## config.mk

```make
export PLATFORM = sky130hd
export DESIGN_NAME = rounded_rect_aa_fill_core
export DESIGN_NICKNAME = d
export VERILOG_FILES = /design/src/rrect_pkg.sv /design/src/rrect_cfg.sv /design/src/rrect_geom.sv /design/src/rrect_cover.sv /design/src/rrect_blend.sv /design/src/rounded_rect_aa_fill_core.sv
export SDC_FILE = /design/constraint.sdc
export NUM_CORES = 2
export LEC_CHECK = 0
export CAP_MARGIN = 10
export CORE_MARGIN = 2
export CORE_UTILIZATION = 60
export CTS_CLUSTER_SIZE = 20
export DETAILED_ROUTE_END_ITERATION = 10
export DONT_BUFFER_PORTS = 1
export PLACE_DENSITY = 0.79
export SLEW_MARGIN = 20
export SYNTH_ARGS = -nofsm -noshare
export SYNTH_HDL_FRONTEND = slang
export SYNTH_HIERARCHICAL = 1
export SYNTH_SLANG_ARGS = --single-unit
```

## constraint.sdc

```tcl
create_clock -name clk -period 9.2 [get_ports clk]
set_input_delay 0.46 -clock clk [delete_from_list [all_inputs] [get_ports clk]]
set_output_delay 0.46 -clock clk [all_outputs]
set_load 0.01 [all_outputs]
```

## src/rrect_pkg.sv

```systemverilog
// Shared types and constants of the rounded rectangle fill core.
// Used by every RTL module of the block; no dependencies.
package rrect_pkg;

  localparam int LEFT_W     = 13;
  localparam int SIDE_W     = 12;
  localparam int RAD_W      = 8;
  localparam int CH_W       = 8;
  localparam int CFG_DATA_W = 24;
  localparam int CFG_IDX_W  = 3;

  // Shift of the fixed-point reciprocal used to divide by the subsample count.
  localparam int RECIP_SHIFT = 24;

  typedef enum logic [CFG_IDX_W-1:0] {
    REG_RECT_LEFT      = 3'd0,
    REG_RECT_TOP       = 3'd1,
    REG_RECT_WIDTH     = 3'd2,
    REG_RECT_HEIGHT    = 3'd3,
    REG_CORNER_RADIUS  = 3'd4,
    REG_FILL_COLOR     = 3'd5,
    REG_SURFACE_WIDTH  = 3'd6,
    REG_SURFACE_HEIGHT = 3'd7
  } reg_index_t;

  typedef struct packed {
    logic [CH_W-1:0] blue;
    logic [CH_W-1:0] green;
    logic [CH_W-1:0] red;
  } color_t;

  typedef struct packed {
    logic signed [LEFT_W-1:0] rect_left;
    logic signed [LEFT_W-1:0] rect_top;
    logic [SIDE_W-1:0]        rect_width;
    logic [SIDE_W-1:0]        rect_height;
    logic [RAD_W-1:0]         corner_radius;
    color_t                   fill_color;
    logic [SIDE_W-1:0]        surface_width;
    logic [SIDE_W-1:0]        surface_height;
  } cfg_t;

  typedef struct packed {
    logic in_rect;
    logic strip;
  } pix_ctl_t;

endpackage

```

## src/rrect_cfg.sv

```systemverilog
// Configuration register file of the rounded rectangle fill core.
// Depends on rrect_pkg for the register map and cfg_t.
module rrect_cfg
  import rrect_pkg::*;
(
  input  logic                  clk,
  input  logic                  rst,
  input  logic                  cfg_we,
  input  logic [CFG_IDX_W-1:0]  cfg_index,
  input  logic [CFG_DATA_W-1:0] cfg_data,
  output cfg_t                  cfg
);

  cfg_t regs;

  always_ff @(posedge clk) begin
    if (rst) begin
      regs <= '0;
    end else if (cfg_we) begin
      case (reg_index_t'(cfg_index))
        REG_RECT_LEFT:      regs.rect_left      <= cfg_data[LEFT_W-1:0];
        REG_RECT_TOP:       regs.rect_top       <= cfg_data[LEFT_W-1:0];
        REG_RECT_WIDTH:     regs.rect_width     <= cfg_data[SIDE_W-1:0];
        REG_RECT_HEIGHT:    regs.rect_height    <= cfg_data[SIDE_W-1:0];
        REG_CORNER_RADIUS:  regs.corner_radius  <= cfg_data[RAD_W-1:0];
        REG_FILL_COLOR:     regs.fill_color     <= color_t'(cfg_data[3*CH_W-1:0]);
        REG_SURFACE_WIDTH:  regs.surface_width  <= cfg_data[SIDE_W-1:0];
        REG_SURFACE_HEIGHT: regs.surface_height <= cfg_data[SIDE_W-1:0];
        default: begin
        end
      endcase
    end
  end

  assign cfg = regs;

endmodule

```

## src/rrect_geom.sv

```systemverilog
// Geometry stages: clip test, local offsets, radius limit, strip test and
// per-subsample distances to the clamped corner centre. Depends on rrect_pkg.
module rrect_geom
  import rrect_pkg::*;
#(
  parameter int COORD_BITS          = 12,
  parameter int SUBSAMPLES_PER_AXIS = 4
) (
  input  logic                  clk,
  input  logic                  rst,
  input  cfg_t                  cfg,
  input  logic                  in_vld,
  output logic                  in_rdy,
  input  logic [COORD_BITS-1:0] pixel_x,
  input  logic [COORD_BITS-1:0] pixel_y,
  input  color_t                dst,
  output logic                  out_vld,
  input  logic                  out_rdy,
  output pix_ctl_t              out_ctl,
  output color_t                out_dst,
  output logic [$clog2(255*2*SUBSAMPLES_PER_AXIS+1)-1:0] out_dxm [SUBSAMPLES_PER_AXIS],
  output logic [$clog2(255*2*SUBSAMPLES_PER_AXIS+1)-1:0] out_dym [SUBSAMPLES_PER_AXIS],
  output logic [$clog2(255*2*SUBSAMPLES_PER_AXIS+1)-1:0] out_rs
);

  localparam int S    = SUBSAMPLES_PER_AXIS;
  localparam int SC   = 2 * S;
  localparam int DM_W = $clog2(255 * SC + 1);
  localparam int XW   = ((COORD_BITS > LEFT_W) ? COORD_BITS : LEFT_W) + 2;
  localparam int FX_W = SIDE_W + $clog2(SC) + 1;

  // stage 1
  logic                    g1_v;
  logic                    g1_in;
  logic [SIDE_W-1:0]       g1_lx;
  logic [SIDE_W-1:0]       g1_ly;
  logic [RAD_W-1:0]        g1_r;
  color_t                  g1_dst;
  // stage 2
  logic                    g2_v;
  pix_ctl_t                g2_ctl;
  color_t                  g2_dst;
  logic [DM_W-1:0]         g2_dxm [S];
  logic [DM_W-1:0]         g2_dym [S];
  logic [DM_W-1:0]         g2_rs;

  logic g1_rdy, g2_rdy;

  logic signed [XW-1:0] px_s, py_s, left_s, top_s, lx_s, ly_s;
  logic signed [XW-1:0] w_s, h_s, sw_s, sh_s;
  logic                 in_rect;
  logic [SIDE_W-1:0]    min_side, half;
  logic [RAD_W-1:0]     r;

  logic [SIDE_W-1:0]    w_minus_r, h_minus_r;
  logic                 strip;
  logic [FX_W-1:0]      lo, xhi, yhi;
  logic [FX_W-1:0]      fx [S];
  logic [FX_W-1:0]      fy [S];
  logic [FX_W-1:0]      ddx [S];
  logic [FX_W-1:0]      ddy [S];

  assign g2_rdy = !g2_v || out_rdy;
  assign g1_rdy = !g1_v || g2_rdy;
  assign in_rdy = g1_rdy;

  // Clip and offsets
  always_comb begin
    px_s   = signed'(XW'(pixel_x));
    py_s   = signed'(XW'(pixel_y));
    left_s = XW'(cfg.rect_left);
    top_s  = XW'(cfg.rect_top);
    w_s    = signed'(XW'(cfg.rect_width));
    h_s    = signed'(XW'(cfg.rect_height));
    sw_s   = signed'(XW'(cfg.surface_width));
    sh_s   = signed'(XW'(cfg.surface_height));
    lx_s   = px_s - left_s;
    ly_s   = py_s - top_s;
    in_rect = !lx_s[XW-1] && (lx_s < w_s) && (px_s < sw_s) &&
              !ly_s[XW-1] && (ly_s < h_s) && (py_s < sh_s);
    min_side = (cfg.rect_width < cfg.rect_height) ? cfg.rect_width : cfg.rect_height;
    half     = min_side >> 1;
    r        = (SIDE_W'(cfg.corner_radius) < half) ? cfg.corner_radius : half[RAD_W-1:0];
  end

  always_ff @(posedge clk) begin
    if (rst) begin
      g1_v <= 1'b0;
    end else if (g1_rdy) begin
      g1_v <= in_vld;
    end
  end

  always_ff @(posedge clk) begin
    if (g1_rdy) begin
      g1_in  <= in_rect;
      g1_lx  <= lx_s[SIDE_W-1:0];
      g1_ly  <= ly_s[SIDE_W-1:0];
      g1_r   <= r;
      g1_dst <= dst;
    end
  end

  // Strip test and distances from each subsample to the clamped centre
  always_comb begin
    w_minus_r = cfg.rect_width - SIDE_W'(g1_r);
    h_minus_r = cfg.rect_height - SIDE_W'(g1_r);
    strip = ((g1_ly >= SIDE_W'(g1_r)) && (g1_ly < h_minus_r)) ||
            ((g1_lx >= SIDE_W'(g1_r)) && (g1_lx < w_minus_r));
    lo  = FX_W'(g1_r) * FX_W'(SC);
    xhi = FX_W'(w_minus_r) * FX_W'(SC);
    yhi = FX_W'(h_minus_r) * FX_W'(SC);
    for (int s = 0; s < S; s++) begin
      fx[s] = FX_W'(g1_lx) * FX_W'(SC) + FX_W'(2 * s + 1);
      fy[s] = FX_W'(g1_ly) * FX_W'(SC) + FX_W'(2 * s + 1);
      ddx[s] = (fx[s] < lo) ? (lo - fx[s]) : ((fx[s] > xhi) ? (fx[s] - xhi) : '0);
      ddy[s] = (fy[s] < lo) ? (lo - fy[s]) : ((fy[s] > yhi) ? (fy[s] - yhi) : '0);
    end
  end

  always_ff @(posedge clk) begin
    if (rst) begin
      g2_v <= 1'b0;
    end else if (g2_rdy) begin
      g2_v <= g1_v;
    end
  end

  // Distances exceed DM_W bits only for clipped pixels, where coverage is not used.
  always_ff @(posedge clk) begin
    if (g2_rdy) begin
      g2_ctl.in_rect <= g1_in;
      g2_ctl.strip   <= strip;
      g2_dst         <= g1_dst;
      g2_rs          <= lo[DM_W-1:0];
      for (int s = 0; s < S; s++) begin
        g2_dxm[s] <= ddx[s][DM_W-1:0];
        g2_dym[s] <= ddy[s][DM_W-1:0];
      end
    end
  end

  assign out_vld = g2_v;
  assign out_ctl = g2_ctl;
  assign out_dst = g2_dst;
  assign out_dxm = g2_dxm;
  assign out_dym = g2_dym;
  assign out_rs  = g2_rs;

endmodule

```

## src/rrect_cover.sv

```systemverilog
// Coverage stages: squared distances, per-subsample hit test, hit count.
// Depends on rrect_pkg; fed by rrect_geom.
module rrect_cover
  import rrect_pkg::*;
#(
  parameter int SUBSAMPLES_PER_AXIS = 4
) (
  input  logic     clk,
  input  logic     rst,
  input  logic     in_vld,
  output logic     in_rdy,
  input  pix_ctl_t in_ctl,
  input  color_t   in_dst,
  input  logic [$clog2(255*2*SUBSAMPLES_PER_AXIS+1)-1:0] in_dxm [SUBSAMPLES_PER_AXIS],
  input  logic [$clog2(255*2*SUBSAMPLES_PER_AXIS+1)-1:0] in_dym [SUBSAMPLES_PER_AXIS],
  input  logic [$clog2(255*2*SUBSAMPLES_PER_AXIS+1)-1:0] in_rs,
  output logic     out_vld,
  input  logic     out_rdy,
  output logic     out_write,
  output color_t   out_dst,
  output logic [$clog2(SUBSAMPLES_PER_AXIS*SUBSAMPLES_PER_AXIS+1)-1:0] out_hits
);

  localparam int S    = SUBSAMPLES_PER_AXIS;
  localparam int T    = S * S;
  localparam int DM_W = $clog2(255 * 2 * S + 1);
  localparam int SQ_W = 2 * DM_W;
  localparam int RC_W = $clog2(S + 1);
  localparam int HW   = $clog2(T + 1);

  // stage 1: squares
  logic              c1_v;
  pix_ctl_t          c1_ctl;
  color_t            c1_dst;
  logic [SQ_W-1:0]   c1_sqx [S];
  logic [SQ_W-1:0]   c1_sqy [S];
  logic [SQ_W-1:0]   c1_r2;
  // stage 2: hit count per subsample row
  logic              c2_v;
  pix_ctl_t          c2_ctl;
  color_t            c2_dst;
  logic [RC_W-1:0]   c2_row [S];
  // stage 3: total, forced for strip and clipped pixels
  logic              c3_v;
  logic              c3_write;
  color_t            c3_dst;
  logic [HW-1:0]     c3_hits;

  logic c1_rdy, c2_rdy, c3_rdy;
  logic [RC_W-1:0] row_sum [S];
  logic [HW-1:0]   tot, hits_next;

  assign c3_rdy = !c3_v || out_rdy;
  assign c2_rdy = !c2_v || c3_rdy;
  assign c1_rdy = !c1_v || c2_rdy;
  assign in_rdy = c1_rdy;

  always_ff @(posedge clk) begin
    if (rst) begin
      c1_v <= 1'b0;
      c2_v <= 1'b0;
      c3_v <= 1'b0;
    end else begin
      if (c1_rdy) c1_v <= in_vld;
      if (c2_rdy) c2_v <= c1_v;
      if (c3_rdy) c3_v <= c2_v;
    end
  end

  always_ff @(posedge clk) begin
    if (c1_rdy) begin
      c1_ctl <= in_ctl;
      c1_dst <= in_dst;
      c1_r2  <= SQ_W'(in_rs) * SQ_W'(in_rs);
      for (int s = 0; s < S; s++) begin
        c1_sqx[s] <= SQ_W'(in_dxm[s]) * SQ_W'(in_dxm[s]);
        c1_sqy[s] <= SQ_W'(in_dym[s]) * SQ_W'(in_dym[s]);
      end
    end
  end

  always_comb begin
    for (int sy = 0; sy < S; sy++) begin
      row_sum[sy] = '0;
      for (int sx = 0; sx < S; sx++) begin
        if (({1'b0, c1_sqx[sx]} + {1'b0, c1_sqy[sy]}) <= {1'b0, c1_r2}) begin
          row_sum[sy] = row_sum[sy] + RC_W'(1);
        end
      end
    end
  end

  always_ff @(posedge clk) begin
    if (c2_rdy) begin
      c2_ctl <= c1_ctl;
      c2_dst <= c1_dst;
      c2_row <= row_sum;
    end
  end

  // Clipped pixels blend with no hits, strip pixels with full coverage.
  always_comb begin
    tot = '0;
    for (int sy = 0; sy < S; sy++) begin
      tot = tot + HW'(c2_row[sy]);
    end
    if (!c2_ctl.in_rect) begin
      hits_next = '0;
    end else if (c2_ctl.strip) begin
      hits_next = HW'(T);
    end else begin
      hits_next = tot;
    end
  end

  always_ff @(posedge clk) begin
    if (c3_rdy) begin
      c3_write <= c2_ctl.in_rect;
      c3_dst   <= c2_dst;
      c3_hits  <= hits_next;
    end
  end

  assign out_vld   = c3_v;
  assign out_write = c3_write;
  assign out_dst   = c3_dst;
  assign out_hits  = c3_hits;

endmodule

```

## src/rrect_blend.sv

```systemverilog
// Blend stages: weighted sum of destination and fill colour, then rounding
// division by the subsample count through a reciprocal. Depends on rrect_pkg.
module rrect_blend
  import rrect_pkg::*;
#(
  parameter int SUBSAMPLES_PER_AXIS = 4
) (
  input  logic   clk,
  input  logic   rst,
  input  color_t fill,
  input  logic   in_vld,
  output logic   in_rdy,
  input  logic   in_write,
  input  color_t in_dst,
  input  logic [$clog2(SUBSAMPLES_PER_AXIS*SUBSAMPLES_PER_AXIS+1)-1:0] in_hits,
  output logic   out_vld,
  input  logic   out_rdy,
  output logic   out_write,
  output color_t out_color
);

  localparam int T     = SUBSAMPLES_PER_AXIS * SUBSAMPLES_PER_AXIS;
  localparam int HW    = $clog2(T + 1);
  localparam int NW    = $clog2(255 * T + T / 2 + 1);
  localparam int RECIP = (2 ** RECIP_SHIFT + T - 1) / T;
  localparam int PW    = NW + RECIP_SHIFT + 1;

  localparam logic [HW-1:0] T_HW = HW'(T);

  logic          b1_v;
  logic          b1_write;
  logic [NW-1:0] b1_nb, b1_ng, b1_nr;
  logic          b2_v;
  logic          b2_write;
  color_t        b2_color;

  logic b1_rdy, b2_rdy;
  logic [HW-1:0] inv_hits;
  logic [PW-1:0] pb, pg, pr;

  assign b2_rdy = !b2_v || out_rdy;
  assign b1_rdy = !b1_v || b2_rdy;
  assign in_rdy = b1_rdy;

  assign inv_hits = T_HW - in_hits;

  always_ff @(posedge clk) begin
    if (rst) begin
      b1_v <= 1'b0;
      b2_v <= 1'b0;
    end else begin
      if (b1_rdy) b1_v <= in_vld;
      if (b2_rdy) b2_v <= b1_v;
    end
  end

  always_ff @(posedge clk) begin
    if (b1_rdy) begin
      b1_write <= in_write;
      b1_nb <= NW'(in_dst.blue) * NW'(inv_hits) + NW'(fill.blue) * NW'(in_hits) + NW'(T / 2);
      b1_ng <= NW'(in_dst.green) * NW'(inv_hits) + NW'(fill.green) * NW'(in_hits)
               + NW'(T / 2);
      b1_nr <= NW'(in_dst.red) * NW'(inv_hits) + NW'(fill.red) * NW'(in_hits) + NW'(T / 2);
    end
  end

  // Reciprocal error stays below one part in T for sums under 256*T.
  assign pb = PW'(b1_nb) * PW'(RECIP);
  assign pg = PW'(b1_ng) * PW'(RECIP);
  assign pr = PW'(b1_nr) * PW'(RECIP);

  always_ff @(posedge clk) begin
    if (b2_rdy) begin
      b2_write       <= b1_write;
      b2_color.blue  <= pb[RECIP_SHIFT +: CH_W];
      b2_color.green <= pg[RECIP_SHIFT +: CH_W];
      b2_color.red   <= pr[RECIP_SHIFT +: CH_W];
    end
  end

  assign out_vld   = b2_v;
  assign out_write = b2_write;
  assign out_color = b2_color;

endmodule

```

## src/rounded_rect_aa_fill_core.sv

```systemverilog
// Anti-aliased rounded rectangle fill, one destination pixel per item.
// Pixel channel: pix_valid/pix_stall with pixel_x, pixel_y and the current
// blue, green and red bytes. Result channel: res_valid/res_stall with
// write_enable and the new bytes. An item moves when valid is high and
// stall is low.
// Between pixel and result the pipeline has two geometry stages, three
// coverage stages (squares, hit test, count) and two blend stages (weighted
// sum, reciprocal multiply, which is the output register).
// Throughput is one pixel per cycle while res_stall is low; each stage holds
// one item and moves on when the stage after it is empty or moving.
// When the receiver stalls, full stages hold their items and pix_stall rises
// only once every stage is occupied; nothing is dropped or repeated.
// Configuration writes on cfg_we/cfg_index/cfg_data take effect at once; the
// user must make them only while no pixel is in flight, which the block does
// not enforce. Reset clears the configuration registers to zero and empties
// the pipeline; no clearing pass is needed. Depends on rrect_pkg and the rrect_* submodules.
module rounded_rect_aa_fill_core
  import rrect_pkg::*;
#(
  parameter int COORD_BITS          = 12,
  parameter int SUBSAMPLES_PER_AXIS = 4
) (
  input  logic                  clk,
  input  logic                  rst,
  input  logic                  cfg_we,
  input  logic [CFG_IDX_W-1:0]  cfg_index,
  input  logic [CFG_DATA_W-1:0] cfg_data,
  input  logic                  pix_valid,
  output logic                  pix_stall,
  input  logic [COORD_BITS-1:0] pixel_x,
  input  logic [COORD_BITS-1:0] pixel_y,
  input  logic [CH_W-1:0]       dst_blue,
  input  logic [CH_W-1:0]       dst_green,
  input  logic [CH_W-1:0]       dst_red,
  output logic                  res_valid,
  input  logic                  res_stall,
  output logic                  write_enable,
  output logic [CH_W-1:0]       out_blue,
  output logic [CH_W-1:0]       out_green,
  output logic [CH_W-1:0]       out_red
);

  localparam int S    = SUBSAMPLES_PER_AXIS;
  localparam int DM_W = $clog2(255 * 2 * S + 1);
  localparam int HW   = $clog2(S * S + 1);

  cfg_t cfg;

  logic            geom_rdy;
  color_t          dst;
  logic            g_vld, g_rdy;
  pix_ctl_t        g_ctl;
  color_t          g_dst;
  logic [DM_W-1:0] g_dxm [S];
  logic [DM_W-1:0] g_dym [S];
  logic [DM_W-1:0] g_rs;

  logic            c_vld, c_rdy, c_write;
  color_t          c_dst;
  logic [HW-1:0]   c_hits;

  color_t          res_color;

  assign dst.blue  = dst_blue;
  assign dst.green = dst_green;
  assign dst.red   = dst_red;

  rrect_cfg u_cfg (
    .clk       (clk),
    .rst       (rst),
    .cfg_we    (cfg_we),
    .cfg_index (cfg_index),
    .cfg_data  (cfg_data),
    .cfg       (cfg)
  );

  rrect_geom #(
    .COORD_BITS          (COORD_BITS),
    .SUBSAMPLES_PER_AXIS (SUBSAMPLES_PER_AXIS)
  ) u_geom (
    .clk     (clk),
    .rst     (rst),
    .cfg     (cfg),
    .in_vld  (pix_valid),
    .in_rdy  (geom_rdy),
    .pixel_x (pixel_x),
    .pixel_y (pixel_y),
    .dst     (dst),
    .out_vld (g_vld),
    .out_rdy (g_rdy),
    .out_ctl (g_ctl),
    .out_dst (g_dst),
    .out_dxm (g_dxm),
    .out_dym (g_dym),
    .out_rs  (g_rs)
  );

  rrect_cover #(
    .SUBSAMPLES_PER_AXIS (SUBSAMPLES_PER_AXIS)
  ) u_cover (
    .clk       (clk),
    .rst       (rst),
    .in_vld    (g_vld),
    .in_rdy    (g_rdy),
    .in_ctl    (g_ctl),
    .in_dst    (g_dst),
    .in_dxm    (g_dxm),
    .in_dym    (g_dym),
    .in_rs     (g_rs),
    .out_vld   (c_vld),
    .out_rdy   (c_rdy),
    .out_write (c_write),
    .out_dst   (c_dst),
    .out_hits  (c_hits)
  );

  rrect_blend #(
    .SUBSAMPLES_PER_AXIS (SUBSAMPLES_PER_AXIS)
  ) u_blend (
    .clk       (clk),
    .rst       (rst),
    .fill      (cfg.fill_color),
    .in_vld    (c_vld),
    .in_rdy    (c_rdy),
    .in_write  (c_write),
    .in_dst    (c_dst),
    .in_hits   (c_hits),
    .out_vld   (res_valid),
    .out_rdy   (!res_stall),
    .out_write (write_enable),
    .out_color (res_color)
  );

  assign pix_stall = !geom_rdy;
  assign out_blue  = res_color.blue;
  assign out_green = res_color.green;
  assign out_red   = res_color.red;

endmodule

```

==> results.toml <==
[setup_path]
cp_max_fo = 6
reg2reg_from = "u_cover/c1_sqy[3][3]"
worstSetupStartpointType = "register"
cp-endpoint = "u_cover/c2_row[1]"
ff2ff_path_depth = 23
critical_path_arrival_ps = 7010
ff2ff_setup_slack_ps = 2600
worstPathRequired_ps = 9610
cpPeakStageDelay_ps = 580
critPathLaunch = "u_cover/c1_sqy[3][3]"
cp_slowest_cell = "or4_1"
end_kind = "register"
cp_common_cell = "a21oi_1"
path_cells = "inv_1, fa_1, nor2b_1, o21ai_0, a21boi_0, o21ai_0, a21oi_1, a21oi_1, a21oi_1, a21oi_1, xnor2_1, ha_1, nand4_1, or3_1, or4_1, o211a_1, a221oi_1, o211ai_1, ha_1, or4_1, nand3_1, ha_1, mux2_2"
path_class = "reg2reg"
r2r-end = "u_cover/c2_row[1]"

[clocking]
cts_inserted_buffers = 69
cts_tree = "yes"
post_cts_buffers = 0
cts.repair.resized = 0
root_buffer = "clkbuf_16"
clockBufferDepth = 3
hold_buffers = 38
htree_levels = 3
clk_latency_ps = 690
cts_num_sinks = 561
path_clk_slew_ps = 70

[yosys]
synth_top_area_share_pct = 21.32
synth_top_cell_by_area = "ha_1"
yosysSeqAreaShare_pct = 19.09
synth_warnings = 6
synth.area.top_cells = "ha_1, fa_1, edfxtp_1, inv_1, xnor2_1"
synth_area_per_cell_um2 = 9.479
synth_ff_type = "edfxtp_1"
synth_enable_flop_cells = 448
syn_inst = 8685
ys_ff_latch = 561
syn_area_um2 = 82330
synthArstFlopShare_pct = 0
yosysUniqueCellTypes = 113

[sta]
fmax_mhz = 151.4
finalSetupViolations = 0
fin_crit_sh_pct = 71.78
tns_ps = 0
relSlewSlack_pct = 25.06
slew_viol_final = 0
rsz0062_at_grt = "no"
finalCriticalPeriod_ps = 6604
skew_ps = 60.16
tightestPinTransition_ps = 1124
hold_viol = 0

[final_layout]
nets = 10890
syn_to_final_growth_pct = 5.403
final_common_cell = "ha_1"
layout_common_cells = "ha_1, inv_1, fa_1"
layout-drive-gt1-share_pct = 3.495
nFillCells = 10900

[grt]
grt_max_degree = 182
antenna_found_initial = 14
grt_use_met1_pct = 45.20
busiest_layer = "met2"
grt.overflow.total = 0
use_met2_pct = 53.07
grt_pass1_wl_um = 364400
met3_usage_pct = 6.261
grt_pass1_vias = 64290
grt_usage_pct = 33.78

[placed_design]
hpwl_um = 188700
port_buffers = 0
place_congestion = 1.059

[drt]
wirelength_um = 236100
drtIter0Drc = 5864
postRouteAntennaNets = 0
drc = 0
viasPerCell = 6.063
first_pass_iters = 6
num_vias = 63580
wl_per_cell_um = 22.51

[outcome]
status = "finished clean"

[run]
maxCapViolCount = 0

[floorplanning]
die_area_um2 = 140200
core_um2 = 135800
ios = 107
fp.dieH_um = 374.4
rows = 135
die_x_um = 374.4
start_util_pct = 60.62

[worst_hold_path]
holdCritPathClass = "in2reg"
==> worst max-delay path, delay by kind of cell (launching register included) <==
family / cells / cell delay (ps)
multiplexers: 1 / 270
XOR/XNOR: 1 / 140
AO/OA/AOI/OAI: 10 / 2090
flip-flops: 1 / 550
AND/OR/NAND/NOR: 6 / 1830
adder cells (fa/ha/maj): 4 / 1250
buffers and inverters: 1 / 220
==> synth_stat cells, types with 132 or more instances <==
cell and count:
a21oi_1 438, fa_1 764, nand2b_1 202, nor2_1 402, xor2_1 132, xnor2_1 448
edfxtp_1 448, nor2b_1 133, clkbuf_1 137, inv_1 1335, a21o_1 271, and2_1 375
o21ai_0 209, nand2_1 575, ha_1 1403
==> cells by family after synthesis <==
family	synth area share (%)
other	0.009122
multiplexers	1.605
buffers and inverters	7.488
XOR/XNOR	6.190
AND/OR/NAND/NOR	13.65
AO/OA/AOI/OAI	12.07
flip-flops	19.09
adder cells (fa/ha/maj)	39.90
==> through the flow <==
step	utilization [%]	hold slack (ps)	cells	setup slack, ps	instance area [um2]
6_report	63.90	7.039	10490	2596	86770
5_1_grt	63.89	3.486	10480	2210	86760
4_1_cts	63.86	3.115	10480	2647	86730
2_1_floorplan	-	400.3	8690	451.5	82340
3_5_place_dp	61.85	404.5	10310	2690	84000
3_3_place_gp	61.85	401.3	10310	2808	84000
==> routing by layer <==
layer / routed length (um) / part of all wire, %
met3: 22520 / 9.5
met4: 12660 / 5.4
met2: 104200 / 44
met5: 34 / 0.014
met1: 96680 / 41
==> state kept, by name, indices dropped and copies added (netlist names), 2 cells and up <==
register	flops
u_blend/b1_nb	8
u_cover/c1_dst	24
u_geom/out_rs	8
u_cfg/cfg	106
u_blend/b1_nr	8
u_cover/out_dst	24
u_blend/out_color	24
u_geom/out_dym	12
u_cover/c1_sqy	84
u_geom/g1_ly	12
u_geom/out_dst	24
u_cover/c2_dst	24
u_blend/b1_ng	8
u_cover/c2_row	12
u_geom/g1_dst	24
u_geom/g1_lx	12
u_cover/c1_sqx	84
u_geom/out_dxm	12
u_cover/c1_ctl	2
u_geom/out_ctl	2
u_cover/c2_ctl	2
u_cover/out_hits	5
u_geom/g1_r	8
u_cover/c1_r2	21
==> worst min path at each step <==
| stage | from | to | slack [ps] | cells after the start |
|---|---|---|---|---|
| 4_1_cts | rst | u_cfg/cfg[46] | 3 | 2 |
| 5_1_grt | rst | u_cfg/cfg[43] | 3 | 2 |
| 2_1_floorplan | u_cover/out_write | u_blend/b1_write | 400 | 0 |
| 6_report | rst | u_cfg/cfg[43] | 7 | 2 |
| 3_3_place_gp | u_geom/g1_in | u_geom/out_ctl[1] | 400 | 0 |
| 3_5_place_dp | u_geom/g1_dst[4] | u_geom/out_dst[4] | 400 | 0 |
==> final cells by class <==
| type | count | area, um2 | area share (%) |
|---|---|---|---|
| clock inverter | 50 | 580.6 | 0.6691 |
| timing repair buffer | 110 | 970.9 | 1.119 |
| antenna | 6 | 15.01 | 0.01730 |
| multi-input combinational | 6566 | 60500 | 69.72 |
| inverter | 1335 | 5011 | 5.775 |
| clock buffer | 77 | 1757 | 2.024 |
| tap | 1781 | 2228 | 2.568 |
| sequential | 561 | 15720 | 18.11 |
Power is left out: the tool's default activity adds up to more than one toggle a clock period on the data nets, which glitch-free logic cannot reach.
